--- src/design/lsi_pkg.sv ---
// lsi_pkg: shared types and constants of the lms system identifier
// holds the microcode word layout and the control program rom
// no dependencies
package lsi_pkg;

	localparam int DATA_W    = 16;
	localparam int WEIGHT_W  = 32;
	localparam int CFG_IDX_W = 4;

	localparam logic [CFG_IDX_W-1:0] REG_STEP_SIZE  = CFG_IDX_W'(0);
	localparam logic [CFG_IDX_W-1:0] REG_PLANT_GAIN = CFG_IDX_W'(1);

	localparam logic        [DATA_W-1:0] STEP_SIZE_RST  = 16'd655;
	localparam logic signed [DATA_W-1:0] PLANT_GAIN_RST = 16'sd14418;

	typedef enum logic [3:0] {
		S_IDLE, S_REF, S_RDW, S_MAC, S_ACC, S_FIR,
		S_ERR, S_MUE, S_URD, S_UMUL, S_UWR, S_OUT
	} step_t;

	typedef enum logic [1:0] {H_NONE, H_IN, H_OUT} hold_t;
	typedef enum logic [1:0] {B_NEXT, B_MORE, B_ALWAYS} br_t;

	typedef struct packed {
		logic accept;
		logic ref_mul;
		logic rd_w;
		logic mac_mul;
		logic acc_add;
		logic fir;
		logic err;
		logic muerr;
		logic upd_mul;
		logic wr_w;
		logic out_load;
	} ctrl_t;

	typedef struct packed {
		logic more;
		logic out_busy;
	} stat_t;

	typedef struct packed {
		ctrl_t act;
		hold_t hold;
		br_t   br;
		step_t target;
	} ucode_t;

	function automatic ucode_t ucode_rom(step_t s);
		ucode_t w;
		w = '0;
		w.hold = H_NONE;
		w.br = B_NEXT;
		w.target = S_IDLE;
		unique case (s)
			S_IDLE: begin
				w.act.accept = 1'b1;
				w.hold = H_IN;
			end
			S_REF:  w.act.ref_mul = 1'b1;
			S_RDW:  w.act.rd_w = 1'b1;
			S_MAC:  w.act.mac_mul = 1'b1;
			S_ACC: begin
				w.act.acc_add = 1'b1;
				w.br = B_MORE;
				w.target = S_RDW;
			end
			S_FIR:  w.act.fir = 1'b1;
			S_ERR:  w.act.err = 1'b1;
			S_MUE:  w.act.muerr = 1'b1;
			S_URD:  w.act.rd_w = 1'b1;
			S_UMUL: w.act.upd_mul = 1'b1;
			S_UWR: begin
				w.act.wr_w = 1'b1;
				w.br = B_MORE;
				w.target = S_URD;
			end
			S_OUT: begin
				w.act.out_load = 1'b1;
				w.hold = H_OUT;
				w.br = B_ALWAYS;
				w.target = S_IDLE;
			end
			default: w.br = B_ALWAYS;
		endcase
		return w;
	endfunction

endpackage

--- src/design/lsi_if.sv ---
// lsi_if: valid/ready channel interfaces for samples, results and config writes
// depends on lsi_pkg for field widths
interface lsi_in_if;
	logic                               valid;
	logic                               ready;
	logic signed [lsi_pkg::DATA_W-1:0] sample;

	modport source (output valid, output sample, input ready);
	modport sink (input valid, input sample, output ready);
endinterface

interface lsi_out_if;
	logic                               valid;
	logic                               ready;
	logic signed [lsi_pkg::DATA_W-1:0] filter_out;
	logic signed [lsi_pkg::DATA_W-1:0] error_out;

	modport source (output valid, output filter_out, output error_out, input ready);
	modport sink (input valid, input filter_out, input error_out, output ready);
endinterface

interface lsi_cfg_if;
	logic                          valid;
	logic                          ready;
	logic [lsi_pkg::CFG_IDX_W-1:0] index;
	logic [lsi_pkg::DATA_W-1:0]    data;

	modport source (output valid, output index, output data, input ready);
	modport sink (input valid, input index, input data, output ready);
endinterface

--- src/design/lms_system_identifier_core.sv ---
// lms_system_identifier_core: lms adaptive fir identifying a one-tap plant
// one sample word is worked at a time: the next is accepted only after the result word is loaded,
// and the load waits while the previous result word is not yet taken; the microcode loop passes
// the taps twice: each weight is read, multiplied and accumulated, then read, updated and written back
// reset: async active low; taps and weights read as zero, registers at defaults
module lms_system_identifier_core #(
	parameter int NUM_TAPS = 2
) (
	input  logic        clk,
	input  logic        arst_n,
	lsi_in_if.sink      samples,
	lsi_out_if.source   results,
	lsi_cfg_if.sink     cfg
);
	import lsi_pkg::*;

	ctrl_t ctrl;
	stat_t stat;

	assign cfg.ready = 1'b1;

	lsi_useq u_useq (
		.clk      (clk),
		.arst_n   (arst_n),
		.in_valid (samples.valid),
		.stat     (stat),
		.in_ready (samples.ready),
		.ctrl     (ctrl)
	);

	lsi_dpath #(
		.NUM_TAPS (NUM_TAPS)
	) u_dpath (
		.clk        (clk),
		.arst_n     (arst_n),
		.ctrl       (ctrl),
		.stat       (stat),
		.cfg_we     (cfg.valid && cfg.ready),
		.cfg_idx    (cfg.index),
		.cfg_data   (cfg.data),
		.sample     (samples.sample),
		.res_ready  (results.ready),
		.res_valid  (results.valid),
		.filter_out (results.filter_out),
		.error_out  (results.error_out)
	);

	a_one_at_a_time: assert property (@(posedge clk) disable iff (!arst_n)
		samples.valid && samples.ready |=> !samples.ready)
		else $error("sample word accepted while previous still in work");

	a_load_free: assert property (@(posedge clk) disable iff (!arst_n)
		ctrl.out_load |-> !stat.out_busy)
		else $error("result register overwritten");

	a_load_shows: assert property (@(posedge clk) disable iff (!arst_n)
		ctrl.out_load |=> results.valid)
		else $error("loaded result not presented");

	a_mac_order: assert property (@(posedge clk) disable iff (!arst_n)
		ctrl.acc_add |-> $past(ctrl.mac_mul))
		else $error("accumulate without product");

endmodule

--- src/design/lsi_useq.sv ---
// lsi_useq: microcode sequencer, step counter over the control rom
// depends on lsi_pkg for the rom and control word types
module lsi_useq (
	input  logic           clk,
	input  logic           arst_n,
	input  logic           in_valid,
	input  lsi_pkg::stat_t stat,
	output logic           in_ready,
	output lsi_pkg::ctrl_t ctrl
);
	import lsi_pkg::*;

	step_t  pc_q;
	ucode_t word;
	logic   stall;
	logic   taken;

	assign word  = ucode_rom(pc_q);
	assign stall = (word.hold == H_IN && !in_valid) || (word.hold == H_OUT && stat.out_busy);
	assign taken = (word.br == B_ALWAYS) || (word.br == B_MORE && stat.more);
	assign in_ready = word.act.accept;
	assign ctrl = stall ? ctrl_t'('0) : word.act;

	always_ff @(posedge clk or negedge arst_n) begin
		if (!arst_n) begin
			pc_q <= S_IDLE;
		end else if (!stall) begin
			pc_q <= taken ? word.target : step_t'(pc_q + 4'd1);
		end
	end

endmodule

--- src/design/lsi_dpath.sv ---
// lsi_dpath: tap line, weight memory, multiplier/accumulator and result register
// depends on lsi_pkg; driven by control words from lsi_useq
module lsi_dpath #(
	parameter int NUM_TAPS = 2
) (
	input  logic                               clk,
	input  logic                               arst_n,
	input  lsi_pkg::ctrl_t                     ctrl,
	output lsi_pkg::stat_t                     stat,
	input  logic                               cfg_we,
	input  logic [lsi_pkg::CFG_IDX_W-1:0]      cfg_idx,
	input  logic [lsi_pkg::DATA_W-1:0]         cfg_data,
	input  logic signed [lsi_pkg::DATA_W-1:0] sample,
	input  logic                               res_ready,
	output logic                               res_valid,
	output logic signed [lsi_pkg::DATA_W-1:0] filter_out,
	output logic signed [lsi_pkg::DATA_W-1:0] error_out
);
	import lsi_pkg::*;

	localparam int KW    = (NUM_TAPS > 1) ? $clog2(NUM_TAPS) : 1;
	localparam int ACC_W = 49 + $clog2(NUM_TAPS);

	logic        [15:0] step_q;
	logic signed [15:0] gain_q;
	logic signed [15:0] tap_q [NUM_TAPS];
	logic signed [15:0] sample_q;
	logic        [KW-1:0] k_q;

	logic signed [31:0] w_mem [NUM_TAPS];
	logic [NUM_TAPS-1:0] w_set_q;
	logic signed [31:0] w_rd_q;
	logic               w_vld_q;
	logic signed [31:0] weff;

	logic signed [16:0]      ref_q;
	logic signed [47:0]      mac_prod_s1;
	logic signed [ACC_W-1:0] acc_q;
	logic signed [15:0]      fir_q;
	logic signed [15:0]      err_q;
	logic signed [32:0]      muerr_q;
	logic signed [48:0]      upd_prod_s1;
	logic                    res_vld_q;

	logic signed [31:0]       ref_prod;
	logic signed [47:0]       mac_prod;
	logic signed [32:0]       mue_prod;
	logic signed [48:0]       upd_prod;
	logic [ACC_W-46:0]        acc_hi;
	logic signed [15:0]       fir_sat;
	logic signed [17:0]       diff;
	logic signed [15:0]       err_sat;
	logic signed [33:0]       upd_sum;
	logic signed [31:0]       upd_sat;
	logic                     rot;

	assign weff = w_vld_q ? w_rd_q : 32'sd0;
	assign rot  = ctrl.mac_mul || ctrl.upd_mul;

	assign ref_prod = sample_q * gain_q;
	assign mac_prod = weff * tap_q[0];
	assign mue_prod = $signed({1'b0, step_q}) * err_q;
	assign upd_prod = muerr_q * tap_q[0];

	assign acc_hi  = acc_q[ACC_W-1:45];
	assign fir_sat = ((&acc_hi) || !(|acc_hi)) ? acc_q[45:30]
		: (acc_q[ACC_W-1] ? 16'sh8000 : 16'sh7fff);

	assign diff    = {ref_q[16], ref_q} - {{2{fir_q[15]}}, fir_q};
	assign err_sat = ((&diff[17:15]) || !(|diff[17:15])) ? diff[15:0]
		: (diff[17] ? 16'sh8000 : 16'sh7fff);

	assign upd_sum = {{2{weff[31]}}, weff} + {upd_prod_s1[48], upd_prod_s1[48:16]};
	assign upd_sat = ((&upd_sum[33:31]) || !(|upd_sum[33:31])) ? upd_sum[31:0]
		: (upd_sum[33] ? 32'sh8000_0000 : 32'sh7fff_ffff);

	assign stat.more     = (k_q != KW'(NUM_TAPS - 1));
	assign stat.out_busy = res_vld_q && !res_ready;

	// config registers
	always_ff @(posedge clk or negedge arst_n) begin
		if (!arst_n) begin
			step_q <= STEP_SIZE_RST;
			gain_q <= PLANT_GAIN_RST;
		end else if (cfg_we) begin
			case (cfg_idx)
				REG_STEP_SIZE:  step_q <= cfg_data;
				REG_PLANT_GAIN: gain_q <= $signed(cfg_data);
				default: ;
			endcase
		end
	end

	// tap line: shift in on accept, rotate one place per pass step
	always_ff @(posedge clk or negedge arst_n) begin
		if (!arst_n) begin
			for (int i = 0; i < NUM_TAPS; i++) begin
				tap_q[i] <= '0;
			end
			k_q <= '0;
		end else begin
			if (ctrl.accept || rot) begin
				for (int i = 0; i < NUM_TAPS - 1; i++) begin
					tap_q[i] <= tap_q[i+1];
				end
				tap_q[NUM_TAPS-1] <= rot ? tap_q[0] : sample;
			end
			if (ctrl.acc_add || ctrl.wr_w) begin
				k_q <= stat.more ? k_q + KW'(1) : '0;
			end
		end
	end

	// weight memory
	always_ff @(posedge clk) begin
		if (ctrl.wr_w) begin
			w_mem[k_q] <= upd_sat;
		end
		if (ctrl.rd_w) begin
			w_rd_q <= w_mem[k_q];
		end
	end

	always_ff @(posedge clk or negedge arst_n) begin
		if (!arst_n) begin
			w_set_q <= '0;
			w_vld_q <= 1'b0;
		end else begin
			if (ctrl.wr_w) begin
				w_set_q[k_q] <= 1'b1;
			end
			if (ctrl.rd_w) begin
				w_vld_q <= w_set_q[k_q];
			end
		end
	end

	// arithmetic
	always_ff @(posedge clk) begin
		if (ctrl.accept) begin
			sample_q <= sample;
			acc_q <= '0;
		end
		if (ctrl.ref_mul) begin
			ref_q <= ref_prod[31:15];
		end
		if (ctrl.mac_mul) begin
			mac_prod_s1 <= mac_prod;
		end
		if (ctrl.acc_add) begin
			acc_q <= acc_q + {{(ACC_W-48){mac_prod_s1[47]}}, mac_prod_s1};
		end
		if (ctrl.fir) begin
			fir_q <= fir_sat;
		end
		if (ctrl.err) begin
			err_q <= err_sat;
		end
		if (ctrl.muerr) begin
			muerr_q <= mue_prod;
		end
		if (ctrl.upd_mul) begin
			upd_prod_s1 <= upd_prod;
		end
		if (ctrl.out_load) begin
			filter_out <= fir_q;
			error_out <= err_q;
		end
	end

	// result register
	always_ff @(posedge clk or negedge arst_n) begin
		if (!arst_n) begin
			res_vld_q <= 1'b0;
		end else if (ctrl.out_load) begin
			res_vld_q <= 1'b1;
		end else if (res_ready) begin
			res_vld_q <= 1'b0;
		end
	end

	assign res_valid = res_vld_q;

endmodule

--- src/flat_wrapper.sv ---
// flat-port wrapper written by rule: the top's interface ports become plain ports
module lms_system_identifier_core_flat import lsi_pkg::*;
#(
	parameter int NUM_TAPS = 2
)
  (clk, arst_n, samples_valid, samples_sample, samples_ready, results_valid, results_filter_out, results_error_out, results_ready, cfg_valid, cfg_index, cfg_data, cfg_ready);
  lsi_in_if samples_i ();
  lsi_out_if results_i ();
  lsi_cfg_if cfg_i ();
  input  logic clk;
  input  logic arst_n;
  input wire logic [$bits(samples_i.valid)-1:0] samples_valid;
  input wire logic [$bits(samples_i.sample)-1:0] samples_sample;
  output wire logic [$bits(samples_i.ready)-1:0] samples_ready;
  output wire logic [$bits(results_i.valid)-1:0] results_valid;
  output wire logic [$bits(results_i.filter_out)-1:0] results_filter_out;
  output wire logic [$bits(results_i.error_out)-1:0] results_error_out;
  input wire logic [$bits(results_i.ready)-1:0] results_ready;
  input wire logic [$bits(cfg_i.valid)-1:0] cfg_valid;
  input wire logic [$bits(cfg_i.index)-1:0] cfg_index;
  input wire logic [$bits(cfg_i.data)-1:0] cfg_data;
  output wire logic [$bits(cfg_i.ready)-1:0] cfg_ready;
  assign samples_i.valid = samples_valid;
  assign samples_i.sample = samples_sample;
  assign samples_ready = samples_i.ready;
  assign results_valid = results_i.valid;
  assign results_filter_out = results_i.filter_out;
  assign results_error_out = results_i.error_out;
  assign results_i.ready = results_ready;
  assign cfg_i.valid = cfg_valid;
  assign cfg_i.index = cfg_index;
  assign cfg_i.data = cfg_data;
  assign cfg_ready = cfg_i.ready;
  lms_system_identifier_core #(.NUM_TAPS(NUM_TAPS)) u_core (.clk(clk), .arst_n(arst_n), .samples(samples_i), .results(results_i), .cfg(cfg_i));
endmodule
--- config.mk ---
export PLATFORM = sky130hd
export DESIGN_NAME = lms_system_identifier_core_flat
export DESIGN_NICKNAME = d
export VERILOG_FILES = /design/src/design/lsi_pkg.sv /design/src/design/lsi_if.sv /design/src/design/lms_system_identifier_core.sv /design/src/design/lsi_useq.sv /design/src/design/lsi_dpath.sv /design/src/flat_wrapper.sv
export SDC_FILE = /design/constraint.sdc
export NUM_CORES = 2
export LEC_CHECK = 0
export CORE_AREA = 2 2 434 436
export CTS_CLUSTER_SIZE = 24
export DETAILED_ROUTE_END_ITERATION = 10
export DIE_AREA = 0 0 436 438
export DONT_BUFFER_PORTS = 1
export PLACE_DENSITY = 0.6
export SYNTH_ARGS = -nofsm -noshare
export SYNTH_HDL_FRONTEND = slang
export SYNTH_HIERARCHICAL = 1
export SYNTH_SLANG_ARGS = --single-unit
--- constraint.sdc ---
create_clock -name clk -period 6.9 [get_ports clk]
set_input_delay 0.69 -clock clk [delete_from_list [all_inputs] [get_ports clk]]
set_output_delay 0.69 -clock clk [all_outputs]
set_load 0.005 [all_outputs]
Word level (Yosys, flattened, before mapping)

Memories as Yosys holds them, arrays and structs flattened. A register that Yosys moved wholly into a read port is not among the register bits.
Cells that the tools add are included.

Add/sub/neg operators: 5
Bitwise logic cells: 2
Muxes and demuxes: 35
Reductions and logical operators: 33
Order comparisons: 2
Multiply operators: 4
Eq/ne operators: 16

Operators by type and width:

| kind                                          | number |
|---|---|
| 2-to-1 mux 50 bit                             | 2 |
| 2-to-1 mux 32 bit                             | 3 |
| 2-to-1 mux 16 bit                             | 5 |
| adder 50 bit                                  | 1 |
| multiplier 33 x 16 -> 49 bit                  | 1 |
| multiplier 32 x 16 -> 48 bit                  | 1 |
| adder 32 x 33 -> 34 bit                       | 1 |
| multiplier 17 x 16 -> 33 bit                  | 1 |
| multiplier 16 x 16 -> 32 bit                  | 1 |
| 2-to-1 mux 1 bit                              | 19 |
| subtractor 17 x 16 -> 18 bit                  | 1 |
| == test 4 x 3 -> 1 bit, second input constant | 4 |
| == test 4 bit, second input constant          | 4 |
| 2-to-1 mux 11 bit                             | 1 |
| OR reduction 9 bit                            | 1 |
| == test 4 x 1 -> 1 bit, second input constant | 2 |
| == test 4 x 2 -> 1 bit, second input constant | 2 |
| logical NOT 4 bit                             | 2 |
| logical OR 1 bit                              | 8 |
| one-hot mux 2 bit (2 select lines)            | 2 |
| one-hot mux 4 bit (2 select lines)            | 1 |
| AND reduction 3 bit                           | 2 |
| OR reduction 3 bit                            | 2 |
| logical AND 1 bit                             | 5 |
| other kinds (16)                              | 25 |

Logic and storage cells: 117
Bits in writable memories: 64
Output and inout port bits: 35
Memories kept: 1
Flip-flop bits (word level): 350
Input bits: 41

Memories:

| name                 | depth | width | rd ports | clocked after Yosys merged registers in | wr ports | RTL line        | text |
|---|---|---|---|---|---|---|---|
| u_core.u_dpath.w_mem | 2     | 32    | 1        | 1                                       | 1        | lsi_dpath.sv:30 | `logic signed [31:0] w_mem [NUM_TAPS];` |

Logic depth before layout (Yosys ltp)

Depth after elaboration: 8
Gate-level depth with buffers: 28

Cells and area by module

The synthesis kept the hierarchy.

By module, submodules not included:

| module                     | instances | sequential area each (um^2) | area each (um^2) | cells an instance |
|---|---|---|---|---|
| lsi_dpath                  | 1         | 12462.0                     | 73635.6          | 7601 |
| lsi_useq                   | 1         | 100.1                       | 437.9            | 50 |
| lms_system_identifier_core | 1         | 0.0                         | 11.3             | 2 |

Worst setup path after synthesis

Ideal clock, no wire load.

Path kind: flip-flop to flip-flop
From: reg u_core.u_useq.pc_q[0]
To: reg u_core/u_dpath/tap_q[21] (netlist name)
Path slack: -0.128 ns
Cell stages (with the launch flop): 10
Path buffers: 2
Data arrival time: 6.904 ns
Path through: dfrtp_1 inv_1 ha_1 nor3b_2 nor4_1 or2_2 clkbuf_1 nor2_1 clkbuf_1 mux2_2

RTL lines:

| element                         | RTL line         | text |
|---|---|---|
| from (decl)                     | lsi_useq.sv:13   | `step_t pc_q;` |
| from (signal assigned)          | lsi_useq.sv:28   | `pc_q <= taken ? word.target : step_t'(pc_q + 4'd1);` |
| to (signal, indexed assignment) | lsi_dpath.sv:104 | `tap_q[i] <= tap_q[i+1];` |
| to (signal, indexed assignment) | lsi_dpath.sv:106 | `tap_q[NUM_TAPS-1] <= rot ? tap_q[0] : sample;` |
| to (decl)                       | lsi_dpath.sv:26  | `logic signed [15:0] tap_q [NUM_TAPS];` |

Final worst setup path

From: reg u_core.u_dpath.step_q[9]
To: reg u_core.u_dpath.muerr_q[30] (data pin)

Longest elaborated chain between the ends: 1

RTL lines:

| element                         | RTL line         | text |
|---|---|---|
| from (decl)                     | lsi_dpath.sv:24  | `logic [15:0] step_q;` |
| from (signal assigned)          | lsi_dpath.sv:87  | `REG_STEP_SIZE: step_q <= cfg_data;` |
| multiplier 17 x 16 -> 33 bit    | lsi_dpath.sv:62  | `assign mue_prod = $signed({1'b0, step_q}) * err_q;` |
| net u_core.u_dpath.mue_prod[30] | lsi_dpath.sv:47  | `logic signed [32:0] mue_prod;` |
| to (signal assigned)            | lsi_dpath.sv:160 | `muerr_q <= mue_prod;` |
| to (decl)                       | lsi_dpath.sv:41  | `logic signed [32:0] muerr_q;` |

The timed path passes the listed nets, and every way through them passes these cells.
A chain may end at the register's enable or synchronous reset.

==> impl_metrics.py <==
metrics = {
    "clocking": {
        "cts_buffers": 53,
        "tritoncts": "done",
        "cts_root_buf": "clkbuf_16",
        "cts_buffer_depth": 3,
        "clkTransAtPathRegs_ns": 0.06,
        "htree_levels": 2,
        "insertion_delay_ns": 0.68,
        "clock_sinks": 430,
    },
    "floorplanning": {
        "die_area_um2": 191000,
        "die_w_um": 436,
        "io_pins": 76,
        "die_height_um": 438,
        "start_util_pct": 39.7,
        "rows": 159,
        "coreArea_um2": 187000,
    },
    "place": {
        "portBuffers": 0,
        "hpwl_um": 168000,
        "place.gp.congestion": 0.934,
        "place_inst": 10200,
    },
    "logic_synthesis": {
        "synth_edf_count": 357,
        "synth.area.top_cells": "fa_1, edfxtp_1, inv_1, ha_1, nand2_1",
        "syn_area_um2": 74100,
        "seq_area_frac_synth_pct": 17.0,
        "async_flop_share_pct": 17.0,
        "synth_seq_cells": 430,
        "synth_nets": 9668,
        "yosys_warnings": 6,
        "synth_area_leader_cell": "fa_1",
        "avgSynthCellArea_um2": 9.68,
        "syn_inst": 7653,
        "synthFlopType": "edfxtp_1",
        "yosysUniqueCellTypes": 97,
        "synth.top_cell.area_share_pct": 39.0,
    },
    "critical_path": {
        "worst_setup_path_start_kind": "flip-flop",
        "worst_ep_arrival_time_ns": 7.18,
        "crit_type": "reg2reg",
        "rrSetupSlack_ns": 0.14,
        "startpoint": "u_core/u_dpath/step_q[9]",
        "cp.required_ns": 7.32,
        "crit_fanout": 12,
        "timing.rr.start": "u_core/u_dpath/step_q[9]",
        "end_kind": "flip-flop",
    },
    "job": {
        "maxCapViolations": 0,
    },
    "min_path": {
        "worstHoldStart": "samples_sample[15]",
        "min_path_type": "in2reg",
    },
    "sta": {
        "finalMaxSlewViolations": 0,
        "setup_viol": 0,
        "rsz0062_at_grt": "yes",
        "max_freq_mhz": 148,
        "tightestPinTransition_ns": 1.05,
        "finalCritPeriodShare_pct": 98.0,
        "fin_worst_skew_ns": 0.0504,
        "post-route-min-period_ns": 6.76,
        "finalHoldViolCount": 0,
        "relSlewSlack_pct": 30.0,
    },
    "routing": {
        "first_pass_iters": 6,
        "drtIter0Drc": 3502,
        "wl_per_cell_um": 19.5,
        "postRouteAntennaNets": 0,
        "routed_wl_um": 202000,
        "num_vias": 52200,
        "viasPerCell": 5.03,
        "drc": 0,
    },
    "status": {
        "status": "complete, no violations",
    },
    "layout": {
        "instances_no_fill": 10400,
        "areaGrowthSynthToFinish_pct": 10.7,
        "nets": 9842,
        "fin_util_pct": 44.0,
        "drive_gt1_share_pct": 9.87,
    },
    "global_routing": {
        "grt_usage_pct": 21.4,
        "antenna_found_initial": 14,
        "grt_start_max_net_pins": 74,
        "grt_pass1_vias": 56200,
        "grt_pass1_wl_um": 320000,
        "gr-total-overflow": 0,
    },
}
[what timing repair did]
action / CTS / global route
hold endpoints to repair: 73 / 0
gates cloned: 0 / 1
buffers inserted: 6 / 31
pin swaps: 0 / 27
endpoints found under the setup margin: 16 / 48
gates resized for setup: 15 / 107
hold buffers: 2 / 0
[path summary, 6_finish.rpt]
path                                                 to  cells past startpoint
hold reg to reg            u_core/u_dpath/filter_out[3]                      0
setup reg to reg             u_core/u_dpath/muerr_q[30]                     24
hold / removal              u_core/u_dpath/sample_q[15]                      0
setup / recovery             u_core/u_dpath/muerr_q[30]                     24
min in group asynchronous       u_core/u_dpath/tap_q[6]                      2
max in group asynchronous      u_core/u_dpath/gain_q[4]                      2
[layout by cell type, fill, tap and decap left out, drive strengths merged, types with 9 or more instances in the layout]
master / count
a211oi: 17
a21boi: 9
a21o: 129
a21oi: 174
a221o: 9
a31oi: 23
and2: 443
and3: 228
buf: 441
clkbuf: 69
clkinv: 22
dfrtp: 61
dfstp: 12
diode: 9
edfxtp: 357
fa: 1443
ha: 531
inv: 1776
mux2: 80
mux2i: 21
nand2: 1020
nand2b: 72
nand3: 54
nand4: 16
nor2: 175
nor2b: 30
nor3: 36
nor4: 9
o2111ai: 9
o211ai: 18
o21a: 29
o21ai: 160
o21bai: 32
o31ai: 9
or2: 14
xnor2: 155
xor2: 65
[metrics by stage]
stage	worst slack, ns	hold WS (ns)	setup TNS [ns]	instance area (µm²)
after floorplan	0.161	0.394	0	74100
after global placement	-0.218	0.402	-0.933	79400
after detailed placement	-0.170	0.402	-0.818	79400
after CTS	0.0108	0.0626	0	81300
after global routing	-0.0503	0.0733	-0.0836	82000
final	0.140	0.104	0	82000
[final cells by class]
cell class / instances / area [µm²]
Sequential cell: 430 / 12600
Clock buffer: 66 / 1430
Clock inverter: 31 / 313
Inverter: 1772 / 6650
Timing Repair Buffer: 445 / 3870
Antenna cell: 9 / 22.5
Fill cell: 18200 / 105000
Tap cell: 2495 / 3120
Multi-Input combinational cell: 5125 / 54000
[critical path: stages (launching register included)]
cell and delay, ns:
dfstp_2 0.61, buf_4 0.24, nand2_1 0.10, fa_1 0.52, fa_1 0.51, inv_1 0.05
fa_1 0.54, inv_1 0.06, fa_1 0.49, fa_1 0.51, inv_1 0.05, fa_1 0.45
ha_1 0.37, and3_1 0.22, nand2_1 0.06, a21boi_0 0.27, a41oi_2 0.07, buf_4 0.18
o221ai_1 0.27, o31ai_2 0.12, buf_4 0.14, nor2b_2 0.15, o21ai_0 0.22, o22ai_1 0.13
xnor2_1 0.14
[registers in the layout (all words and copies together), names as in the netlist, 2 cells and up]
| register | cells |
|---|---|
| u_core/u_dpath/error_out | 16 |
| u_core/u_dpath/acc_q | 50 |
| u_core/u_dpath/w_set_q | 2 |
| u_core/u_dpath/tap_q | 32 |
| u_core/u_useq/pc_q | 4 |
| u_core/u_dpath/upd_prod_s1 | 33 |
| u_core/u_dpath/w_mem | 64 |
| u_core/u_dpath/sample_q | 16 |
| u_core/u_dpath/ref_q | 17 |
| u_core/u_dpath/step_q | 16 |
| u_core/u_dpath/err_q | 16 |
| u_core/u_dpath/fir_q | 16 |
| u_core/u_dpath/w_rd_q | 32 |
| u_core/u_dpath/filter_out | 16 |
| u_core/u_dpath/mac_prod_s1 | 48 |
| u_core/u_dpath/muerr_q | 33 |
| u_core/u_dpath/gain_q | 16 |
[cells by family after synthesis]
| logic type | share of synthesized area [%] |
|---|---|
| flip-flops | 17.0 |
| adder cells (fa/ha/maj) | 48.0 |
| XOR/XNOR | 2.60 |
| AO/OA/AOI/OAI | 6.31 |
| other | 0.00506 |
| buffers and inverters | 10.7 |
| multiplexers | 1.50 |
| AND/OR/NAND/NOR | 13.9 |
[synthesized netlist by cell type (28+ instances only)]
master,number
clkbuf_1,308
mux2_2,80
nor3_1,36
inv_1,1771
xnor2_1,155
o21ai_2,29
o21bai_1,32
xor2_1,65
nand2b_1,72
nor2b_1,30
and2_1,437
ha_1,531
a21o_1,129
and3_1,227
nand2_1,1020
o21a_1,28
nand3_1,54
nor2_1,175
fa_1,1443
a21oi_1,174
dfrtp_1,61
edfxtp_1,357
o21ai_0,122
[layer usage]
metal | track usage (%) | up-vias | share of wire (%)
li1 | - | 23700 | -
met1 | 29.0 | 26800 | 44
met2 | 36.2 | 1430 | 48
met3 | 3.10 | 248 | 5.8
met4 | 4.99 | 0 | 2.5
met5 | 0 | - | 0
Power is not shown: default switching activity piles up to over one toggle a cycle in this logic, so the estimate is an artifact.
